`src/rtl/assert_macros.svh`:
```
// assertion macros shared by the rtl files
`ifndef ASSERT_MACROS_SVH
`define ASSERT_MACROS_SVH

`ifndef SYNTHESIS
// checked at every rising edge outside reset
`define IAFP_ASSERT(label, clk, rst, prop) \
   label: assert property (@(posedge clk) disable iff (rst) prop) \
      else $error("iafp assertion failed");
// checked at every rising edge, reset included
`define IAFP_ASSERT_ALWAYS(label, clk, prop) \
   label: assert property (@(posedge clk) prop) \
      else $error("iafp assertion failed");
`else
`define IAFP_ASSERT(label, clk, rst, prop)
`define IAFP_ASSERT_ALWAYS(label, clk, prop)
`endif

`endif

```
`src/rtl/iafp_pkg.sv`:
```
// shared types, constants and the angle conversion of the frame parser
package iafp_pkg;

   localparam int FRAME_LEN = 11;
   localparam int COUNT_W   = $clog2(FRAME_LEN);

   localparam logic [7:0] HEAD_BYTE  = 8'h55;
   localparam logic [7:0] TYPE_MASK  = 8'h50;
   localparam logic [7:0] ANGLE_TYPE = 8'h53;

   typedef logic [COUNT_W-1:0] count_type;
   typedef logic [FRAME_LEN-1:0][7:0] window_type;
   typedef logic signed [16:0] angle_type;

   typedef enum logic [1:0] {
      STAT_ANGLE  = 2'd0,
      STAT_OTHER  = 2'd1,
      STAT_REJECT = 2'd2
   } status_type;

   // verdict on the window, from the checker to the window store
   typedef struct packed {
      logic full;
      logic ok;
      logic is_angle;
   } check_type;

   // floor(s * 180 / 128) as shifts and adds: 180 = 128 + 32 + 16 + 4
   function automatic angle_type angle_of(input logic [7:0] lo, input logic [7:0] hi);
      logic signed [23:0] s;
      logic signed [23:0] prod;
      s    = 24'(signed'({hi, lo}));
      prod = (s <<< 7) + (s <<< 5) + (s <<< 4) + (s <<< 2);
      return prod[23:7];
   endfunction

endpackage

```
`src/rtl/iafp_window.sv`:
```
// eleven-byte receive window with fill count, write and drop-oldest shift
`include "assert_macros.svh"

module iafp_window
   import iafp_pkg::*;
(
   input  logic       clock,
   input  logic       reset,
   input  logic       wr_en,
   input  logic [7:0] wr_byte,
   input  check_type  verdict,
   output window_type merged,
   output logic       full
);

   window_type window_ff, window_in;
   count_type  count_ff, count_in;

   // window as it stands with the incoming word in place
   always_comb begin
      for (int i = 0; i < FRAME_LEN; i++) begin
         merged[i] = (count_ff == COUNT_W'(i)) ? wr_byte : window_ff[i];
      end
   end

   assign full = (count_ff == COUNT_W'(FRAME_LEN - 1));

   always_comb begin
      window_in = window_ff;
      count_in  = count_ff;
      if (wr_en) begin
         if (!full) begin
            window_in = merged;
            count_in  = count_ff + COUNT_W'(1);
         end else if (verdict.ok) begin
            count_in = '0;
         end else begin
            for (int i = 0; i < FRAME_LEN - 1; i++) begin
               window_in[i] = merged[i + 1];
            end
            count_in = COUNT_W'(FRAME_LEN - 1);
         end
      end
   end

   always_ff @(posedge clock) begin
      window_ff <= window_in;
      if (reset) begin
         count_ff <= '0;
      end else begin
         count_ff <= count_in;
      end
   end

   `IAFP_ASSERT(a_count_range, clock, reset, count_ff <= COUNT_W'(FRAME_LEN - 1))
   `IAFP_ASSERT(a_reject_keeps_ten, clock, reset, (wr_en && full && !verdict.ok) |=> (count_ff == COUNT_W'(FRAME_LEN - 1)))
   `IAFP_ASSERT(a_frame_empties, clock, reset, (wr_en && full && verdict.ok) |=> (count_ff == '0))

endmodule

```
`src/rtl/iafp_check.sv`:
```
// header, type and checksum test of a full window, plus angle decode
module iafp_check
   import iafp_pkg::*;
(
   input  window_type merged,
   input  logic       full,
   output check_type  verdict,
   output angle_type  roll,
   output angle_type  pitch,
   output angle_type  yaw
);

   logic [7:0] s01, s23, s45, s67, s89, sa, sb, sum;

   // balanced tree over bytes 0 to 9, modulo 256
   assign s01 = merged[0] + merged[1];
   assign s23 = merged[2] + merged[3];
   assign s45 = merged[4] + merged[5];
   assign s67 = merged[6] + merged[7];
   assign s89 = merged[8] + merged[9];
   assign sa  = s01 + s23;
   assign sb  = s45 + s67;
   assign sum = sa + sb + s89;

   assign verdict.full     = full;
   assign verdict.ok       = (merged[0] == HEAD_BYTE) &&
                             ((merged[1] & TYPE_MASK) == TYPE_MASK) &&
                             (sum == merged[FRAME_LEN - 1]);
   assign verdict.is_angle = (merged[1] == ANGLE_TYPE);

   assign roll  = angle_of(merged[2], merged[3]);
   assign pitch = angle_of(merged[4], merged[5]);
   assign yaw   = angle_of(merged[6], merged[7]);

endmodule

```
`src/rtl/imu_angle_frame_parser.sv`:
```
// top level of the eleven-byte angle frame parser
// a byte passes through the input register, then the result register, to reach a result word
// throughput: one byte a cycle while no result word is stalled; window write, check and angle decode share one cycle
// a stalled result word holds the input register, so at most one byte waits inside
// bytes that do not complete a window give no result word
// reset clears the valid flags and the fill count; window bytes are not cleared
`include "assert_macros.svh"

module imu_angle_frame_parser
   import iafp_pkg::*;
(
   input  logic              clock,
   input  logic              reset,
   input  logic              req_valid,
   output logic              req_stall,
   input  logic [7:0]        req_data_byte,
   output logic              rsp_valid,
   input  logic              rsp_stall,
   output logic [1:0]        rsp_status,
   output logic [7:0]        rsp_frame_type,
   output logic signed [16:0] rsp_roll_deg,
   output logic signed [16:0] rsp_pitch_deg,
   output logic signed [16:0] rsp_yaw_deg
);

   // input register
   logic       in_valid_ff;
   logic [7:0] in_byte_ff;

   // result register
   logic       rsp_valid_ff;
   status_type status_ff, status_in;
   logic [7:0] type_ff;
   angle_type  roll_ff, pitch_ff, yaw_ff, roll_in, pitch_in, yaw_in;

   // pipeline control
   logic       advance;
   logic       wr_en;

   // window and verdict
   window_type merged;
   logic       full;
   check_type  verdict;
   angle_type  roll, pitch, yaw;

   // the pipe moves unless a result word sits stalled at the output
   assign advance   = !rsp_valid_ff || !rsp_stall;
   assign req_stall = in_valid_ff && !advance;
   assign wr_en     = in_valid_ff && advance;

   // the input register takes a word whenever it is not holding one back
   always_ff @(posedge clock) begin
      if (!req_stall) begin
         in_byte_ff <= req_data_byte;
      end
      if (reset) begin
         in_valid_ff <= 1'b0;
      end else if (!req_stall) begin
         in_valid_ff <= req_valid;
      end
   end

   iafp_window u_window (
      .clock   (clock),
      .reset   (reset),
      .wr_en   (wr_en),
      .wr_byte (in_byte_ff),
      .verdict (verdict),
      .merged  (merged),
      .full    (full)
   );

   iafp_check u_check (
      .merged  (merged),
      .full    (full),
      .verdict (verdict),
      .roll    (roll),
      .pitch   (pitch),
      .yaw     (yaw)
   );

   // status and angle selection; angles read zero unless an angle frame passed
   always_comb begin
      status_in = STAT_REJECT;
      roll_in   = '0;
      pitch_in  = '0;
      yaw_in    = '0;
      if (verdict.ok) begin
         if (verdict.is_angle) begin
            status_in = STAT_ANGLE;
            roll_in   = roll;
            pitch_in  = pitch;
            yaw_in    = yaw;
         end else begin
            status_in = STAT_OTHER;
         end
      end
   end

   // result register, loaded only when a window fills
   always_ff @(posedge clock) begin
      if (wr_en && verdict.full) begin
         status_ff <= status_in;
         type_ff   <= merged[1];
         roll_ff   <= roll_in;
         pitch_ff  <= pitch_in;
         yaw_ff    <= yaw_in;
      end
      if (reset) begin
         rsp_valid_ff <= 1'b0;
      end else if (advance) begin
         rsp_valid_ff <= wr_en && verdict.full;
      end
   end

   assign rsp_valid      = rsp_valid_ff;
   assign rsp_status     = status_ff;
   assign rsp_frame_type = type_ff;
   assign rsp_roll_deg   = roll_ff;
   assign rsp_pitch_deg  = pitch_ff;
   assign rsp_yaw_deg    = yaw_ff;

   `IAFP_ASSERT(a_angle_type, clock, reset, (rsp_valid_ff && status_ff == STAT_ANGLE) |-> (type_ff == ANGLE_TYPE))
   `IAFP_ASSERT(a_angles_zero, clock, reset, (rsp_valid_ff && status_ff != STAT_ANGLE) |-> (roll_ff == '0 && pitch_ff == '0 && yaw_ff == '0))
   `IAFP_ASSERT_ALWAYS(a_reset_clears, clock, reset |=> (!rsp_valid_ff && !in_valid_ff))

endmodule
```
`config.mk`:
```
export PLATFORM = sky130hd
export DESIGN_NAME = imu_angle_frame_parser
export DESIGN_NICKNAME = d
export VERILOG_FILES = /design/src/rtl/iafp_pkg.sv /design/src/rtl/iafp_window.sv /design/src/rtl/iafp_check.sv /design/src/rtl/imu_angle_frame_parser.sv
export VERILOG_INCLUDE_DIRS = /design/src /design/src/rtl
export SDC_FILE = /design/constraint.sdc
export NUM_CORES = 1
export LEC_CHECK = 0
export ABC_CLOCK_PERIOD_IN_PS = 11300
export BUFFER_PORTS_ARGS = -buffer_cell sky130_fd_sc_hd__buf_2
export CAP_MARGIN = 20
export CORE_MARGIN = 1.5
export CORE_UTILIZATION = 30
export CTS_CLUSTER_DIAMETER = 50
export CTS_CLUSTER_SIZE = 25
export DETAILED_ROUTE_END_ITERATION = 16
export PLACE_DENSITY = 0.46
export SLEW_MARGIN = 20
export SYNTH_ARGS = -nofsm -noshare
export SYNTH_HDL_FRONTEND = slang
export SYNTH_SLANG_ARGS = --single-unit
```
`constraint.sdc`:
```
create_clock -name clock -period 11.3 [get_ports clock]
set_input_delay 2.26 -clock clock [delete_from_list [all_inputs] [get_ports clock]]
set_output_delay 2.26 -clock clock [all_outputs]
set_load 0.05 [all_outputs]
```
==> results of run 1 <==
-- routing by layer --
| metal | track usage, % | part of all wire [%] | vias to the layer above | routed length [um] |
|---|---|---|---|---|
| met5 | 0 | 0 | - | 0 |
| met4 | 3.80 | 1.3 | 0 | 446 |
| met3 | 2.47 | 3.1 | 22 | 1040 |
| met2 | 24.3 | 46 | 122 | 15700 |
| met1 | 21.9 | 49 | 4356 | 16700 |
| li1 | - | - | 4128 | - |
-- cell families after synthesis --
logic type	synth area share, %
flip-flops	36.1
multiplexers	11.3
AND/OR/NAND/NOR	9.05
AO/OA/AOI/OAI	6.59
adder cells (fa/ha/maj)	26.8
XOR/XNOR	4.78
buffers and inverters	5.33
-- layout make-up --
type                            instances  area, um^2  area share, %
Multi-Input combinational cell        805        7840           52.1
Inverter                              142         533           3.54
Tap cell                              592         741           4.92
Clock buffer                           19         433           2.88
Clock inverter                         13         161           1.07
Sequential cell                       163        4830           32.1
Timing Repair Buffer                   92         505           3.36
-- worst max-delay path, cell delays in order (launching register included) --
cell      delay, ns
dfxtp_1        0.44
inv_1          0.10
ha_1           0.26
nand3b_1       0.55
mux2i_1        0.83
fa_1           0.57
fa_1           0.53
fa_1           0.44
fa_1           0.55
inv_1          0.05
fa_1           0.47
ha_1           0.35
nor2b_1        0.15
o21ai_0        0.20
a21boi_0       0.11
o21ai_0        0.26
nand2_1        0.10
xnor3_2        0.41
nand3_1        0.15
o21a_4         0.50
buf_4          0.62
-- power by group through the flow --
stage          combinational [mW]  sequential (mW)  clock [mW]
4_1_cts                      1.18            0.688       0.628
5_1_grt                      1.33            0.690       0.653
6_report                     1.17            0.688       0.611
3_3_place_gp                 1.17            0.701           0
2_1_floorplan               0.943            0.694           0
3_5_place_dp                 1.17            0.701           0
-- registers in the layout, summed over array words and instances (netlist names) --
| name | count |
|---|---|
| rsp_status | 2 |
| in_byte_ff | 8 |
| u_window.window_ff | 88 |
| rsp_valid | 1 |
| u_window.count_ff | 4 |
| rsp_pitch_deg | 17 |
| rsp_frame_type | 8 |
| rsp_roll_deg | 17 |
| rsp_yaw_deg | 17 |
| in_valid_ff | 1 |
-- worst paths after layout --
path | slack (ns) | to | cells past startpoint
setup / recovery | 3.21 | u_window.window_ff[4]$_DFFE_PP_ | 20
hold reg to reg | 0.53 | rsp_valid$_SDFFE_PP0N_ | 2
hold / removal | 0.53 | rsp_valid$_SDFFE_PP0N_ | 2
setup reg to reg | 3.21 | u_window.window_ff[4]$_DFFE_PP_ | 20
-- per-stage QoR --
stage                     worst slack (ns)  hold slack [ns]  instance area, um^2  total power [mW]
after floorplan                       3.07            0.517                13400              1.64
after global placement                3.32            0.516                14500              1.87
after detailed placement              3.16            0.528                14500              1.87
after CTS                             3.15            0.538                15100              2.50
after global routing                  2.52            0.597                15100              2.68
final                                 3.21            0.535                15100              2.47
-- placed cells by master, fill, tap and decap left out, types with 8 or more instances in the layout --
master,instances
a21oi_1,60
nand2_1,48
nand2b_1,8
nand3b_1,9
buf_2,74
buf_4,18
edfxtp_1,157
inv_1,141
nand3_1,15
clkbuf_16,17
fa_1,130
xor2_1,24
xnor2_1,34
nor3_1,13
a31oi_1,9
o21ai_0,21
nor3b_1,9
ha_1,79
nor2_1,90
and3_1,12
a21o_1,10
mux2i_1,141
==> summary.txt, run 1 <==
Layout
  – Area delta synth->final: 12.5%
  – Fillers: 4,552
  – Layout Cells excl Fill: 1,826
  – Final net count: 1,442
  – # diodes: 0
  – Finished Core Util: 34.1%
  – Share of cells above drive strength 1: 11.3%

Floorplanning
  – Chip Width: 214 um
  – Core area: 44,100 um^2
  – IO Pins: 75
  – Row count: 77
  – Die Area: 45,900 um^2
  – Initial core utilization: 30.3%
  – Die Y: 214 um

Routing
  – Final WL: 33.8 mm
  – Routed vias: 8,628
  – Vias per Instance: 4.73
  – Final ANT Viol Nets: 0
  – DRC Markers: 0
  – Iteration-0 DRC Markers: 535
  – Drt first pass iters: 5
  – DR WL/cell: 18.5 um

Clock tree
  – Clock buffer depth: 2
  – Clock latency on the worst-skew pair: 0.46 ns
  – Post-CTS setup buffer count: 0
  – H-tree depth: 4
  – Num Clock Sinks: 163
  – Clock transition at path regs: 0.06 ns
  – CTS tree: done
  – Cts repair resizes: 0
  – Root Driver: clkbuf_16
  – Cts bufs inserted: 17
  – Hold buffer count at CTS: 0

Placed design
  – Gpl congestion: 0.780
  – DP Cell Count: 1,794
  – Final HPWL DP: 25.2 mm
  – PortBufs: 74

Synth
  – Count leader, synth: edfxtp_1
  – Number of synthesized register bits: 163
  – Area of the mapped netlist: 13,400 um^2
  – Post-synth top cells: edfxtp_1 (157), inv_1 (142), mux2i_1 (141)
  – Post-Synthesis Cells: 1,148
  – Ys async rst share: 0%
  – Yosys Warn Count: 0
  – Sequential area share after synthesis: 36.1%
  – Top cell type's share of synthesized area: 35.2%
  – Synth unique cells: 65
  – Top cells by area, synth: edfxtp_1 (35%), fa_1 (19%), mux2i_1 (11%), ha_1 (7.4%), inv_1 (4.0%)
  – Area leader, netlist: edfxtp_1
  – Number of synthesized flops with an enable pin: 157
  – Avg Cell Area, Syn: 11.7 um^2
  – Synth Net Count: 1,369
  – Synth Flop Type: edfxtp_1

Global route
  – Total gr overflow: 0
  – Vias in the first global route: 8,976
  – Largest net degree at the start of global routing: 46
  – First-pass GRT wire length: 53.7 mm
  – Initial antenna violation count: 0
  – Gr usage total: 15.4%

Timing
  – Final Cycle Share: 71.6%
  – Final hold vios: 0
  – Skew final: 0.0118 ns
  – RSZ-0062 raised after global routing: no
  – Slew @ Worst Pin: 0.898 ns
  – Final min period: 8.09 ns
  – Setup violators final: 0
  – Max_slew headroom: 38.4%
  – Pins over their slew limit: 0
  – Setup TNS: 0 ns
  – Fmax: 124 MHz

Worst setup path
  – Reg-to-reg startpoint: u_window.count_ff[0]$_SDFFE_PP0P_
  – Worst Path Required: 11.39 ns
  – CP startpoint kind: register
  – Critical path class: register to register
  – Setup crit end kind: register
  – Worst EP arrival: 8.18 ns
  – Critical path fanouts, max: 45
  – Worst Setup SP: u_window.count_ff[0]$_SDFFE_PP0P_

Min path
  – Hold_sp: rsp_valid$_SDFFE_PP0N_
  – Min-delay worst type: register to register

Power and ir drop
  – Reg power frac: 27.9%
  – Clock power frac: 24.7%
  – Pint: 1.57 mW
  – P_sw: 899 uW
  – Power Density: 164 nW/um^2
  – Sw Share: 36.4%
  – Combinational fraction of design power: 47.4%
  – Leakage: 6.38 nW
  – Peak VDD IR: 0.138 mV

Flow run
  – Max Cap Viol: 0

Run status
  – Status: completed
Power figures use the tool's default switching activity.
==> run 2: changes to the inputs <==
Settings changed: ABC_CLOCK_PERIOD_IN_PS 11300 to 7390, PLACE_DENSITY 0.46 to 0.48.
Clock period 11.3 ns to 7.39 ns, I/O delays scaled along.
==> run 2 against run 1 <==
Compared with the run above: cell area grew 2.8%; non-clock buffer count increased by 48; global-route usage fell by 0.22 points; setup slack lost 2.8 ns; clock skew about the same; first-iteration DRC count decreased by 23%; worst hold slack gained 0.013 ns; clock power rose by 51%; power up 54%; highest routed layer unchanged.
==> summary.txt, run 2 (synthesis results as in run 1) <==
Worst setup path
  – Worst Path Required: 7.69 ns (was 11.39 ns)
  – CP cell instances: nand3b_1 > mux2i_1 > fa_1 > fa_1 > fa_1 > fa_1 > inv_1 > fa_1 > ha_1 > nor2b_1 > o21ai_0 > a21boi_0 > o21ai_0 > nand2_1 > xnor3_2 > nand4_2 > buf_6 > nor4_4 (was inv_1 > ha_1 > nand3b_1 > mux2i_1 > fa_1 > fa_1 > fa_1 > fa_1 > inv_1 > fa_1 > ha_1 > nor2b_1 > o21ai_0 > a21boi_0 > o21ai_0 > nand2_1 > xnor3_2 > nand3_1 > o21a_4 > buf_4)
  – CP max stage delay: 0.63 ns (was 0.83 ns)
  – CP dominant cell by count: fa_1 (unchanged)
  – Worst EP arrival: 7.30 ns (was 8.18 ns)
  – Setup crit end kind: register (unchanged)
  – Worst path slowest cell: dfxtp_1 (was mux2i_1)
  – CP bufs+invs: 2 (was 3)
  – Largest delay share family, worst path: adder cells (unchanged)
  – Critical path fanouts, max: 27 (was 45)
  – CP startpoint kind: register (unchanged)
  – Critical path class: register to register (unchanged)

Timing
  – Skew final: 0.0122 ns (was 0.0118 ns)
  – Final Cycle Share: 94.8% (was 71.6%)
  – Max_slew headroom: 36.7% (was 38.4%)
  – Setup WS post-layout: 0.386 ns (was 3.21 ns)
  – Worst hold slack: 0.548 ns (was 0.535 ns)
  – Final hold vios: 0 (unchanged)
  – Slew @ Worst Pin: 0.947 ns (was 0.898 ns)
  – Pins over their slew limit: 0 (unchanged)
  – Setup violators final: 0 (unchanged)
  – Fmax: 143 MHz (was 124 MHz)
  – Setup TNS: 0 ns (unchanged)
  – Final min period: 7.00 ns (was 8.09 ns)
  – RSZ-0062 raised after global routing: no (unchanged)

Clock tree
  – Clock latency on the worst-skew pair: 0.46 ns (about the same)
  – Hold buffer count at CTS: 0 (unchanged)
  – Root Driver: clkbuf_16 (unchanged)
  – H-tree depth: 4 (unchanged)
  – Clock buffer depth: 2 (unchanged)
  – CTS tree: done (unchanged)
  – Clock transition at path regs: 0.07 ns (was 0.06 ns)
  – Cts bufs inserted: 17 (unchanged)
  – Num Clock Sinks: 163 (unchanged)

Routing
  – DRC Markers: 0 (unchanged)
  – Drt first pass iters: 6 (was 5)
  – DR WL/cell: 17.8 um (was 18.5 um)
  – Final ANT Viol Nets: 0 (unchanged)
  – Vias per Instance: 4.69 (was 4.73)
  – Final WL: 33.3 mm (was 33.8 mm)
  – Routed vias: 8,792 (was 8,628)
  – Iteration-0 DRC Markers: 413 (was 535)

Global route
  – First-pass GRT wire length: 53.4 mm (was 53.7 mm)
  – Vias in the first global route: 9,136 (was 8,976)
  – Gr usage total: 15.1% (was 15.4%)
  – Total gr overflow: 0 (unchanged)
  – Largest net degree at the start of global routing: 62 (was 46)
  – Initial antenna violation count: 0 (unchanged)

Placed design
  – DP Cell Count: 1,832 (was 1,794)
  – PortBufs: 74 (unchanged)
  – Final HPWL DP: 24.9 mm (was 25.2 mm)
  – Gpl congestion: 0.808 (was 0.780)
  – Dpl ws: 0.224 ns (was 3.16 ns)
  – DP Area: 14,800 um^2 (was 14,500 um^2)

Floorplanning
  – Chip Width: 214 um (unchanged)
  – Die Area: 45,900 um^2 (unchanged)
  – Initial core utilization: 30.3% (unchanged)
  – IO Pins: 75 (unchanged)
  – Die Y: 214 um (unchanged)
  – Core area: 44,100 um^2 (unchanged)
  – Row count: 77 (unchanged)

Layout
  – Final net count: 1,490 (was 1,442)
  – Commonest non-fill, non-tap cells in the layout: edfxtp_1 (157), inv_1 (141), mux2i_1 (140), fa_1 (130), nor2_1 (90) (was edfxtp_1 (157), inv_1 (141), mux2i_1 (141), fa_1 (130), nor2_1 (90))
  – Design Area, Final: 15,500 um^2 (was 15,100 um^2)
  – Biggest register: u_window.window_ff (unchanged)
  – Layout Cells excl Fill: 1,874 (was 1,826)
  – Share of cells above drive strength 1: 14.9% (was 11.3%)
  – Finished Core Util: 35.1% (was 34.1%)
  – Most common cell after layout, fill and taps aside: edfxtp_1 (unchanged)
  – Number of flip-flops in the largest register: 88 (unchanged)
  – # diodes: 0 (unchanged)
  – Area delta synth->final: 15.7% (was 12.5%)

Power and ir drop
  – Leakage: 6.63 nW (was 6.38 nW)
  – Power Density: 246 nW/um^2 (was 164 nW/um^2)
  – Pwr Total: 3.81 mW (was 2.47 mW)
  – Peak VDD IR: 0.218 mV (was 0.138 mV)

Flow run
  – Max Cap Viol: 0 (unchanged)

Min path
  – Min-delay worst type: register to register (unchanged)

Run status
  – Status: completed (unchanged)
==> run 2: cell type report <==
class                           count  area, um^2
Clock buffer                       19         433
Multi-Input combinational cell    805        7850
Fill cell                        4497       28700
Timing Repair Buffer              140         932
Clock inverter                     13         151
Sequential cell                   163        4830
Tap cell                          592         741
Inverter                          142         533
==> run 2: tightest hold or removal path, stage by stage (launching register included) <==
cell	delay, ns
dfxtp_1	0.32
nand2_1	0.11
a21oi_1	0.07
==> run 2: where the power goes <==
group | total, mW | switching [mW] | leakage, nW | internal, mW
logic | 1.83 | 0.973 | 4.95 | 0.861
clock network | 0.925 | 0.422 | 0.276 | 0.504
registers | 1.05 | 0.0193 | 1.40 | 1.03
==> run 2: repair_timing <==
item	4_1_cts	5_1_grt
gates resized for setup	0	2
buffers inserted	0	10
setup endpoints to repair	0	76
==> run 2: routing by layer <==
layer,track usage (%),part of all wire [%]
met1,21.6,49
met2,23.8,46
met3,2.31,3.0
met4,4.34,1.5
met5,0,0
==> run 2: worst paths after layout <==
path                                                   startpoint                         endpoint  slack [ns]  cells after the start
worst max-delay path            u_window.count_ff[2]$_SDFFE_PP0P_  rsp_pitch_deg[16]$_SDFFCE_PN0P_        0.39                     18
worst min-delay path                       rsp_valid$_SDFFE_PP0N_           rsp_valid$_SDFFE_PP0N_        0.55                      2
worst max register to register  u_window.count_ff[2]$_SDFFE_PP0P_  rsp_pitch_deg[16]$_SDFFCE_PN0P_        0.39                     18
worst min register to register             rsp_valid$_SDFFE_PP0N_           rsp_valid$_SDFFE_PP0N_        0.55                      2
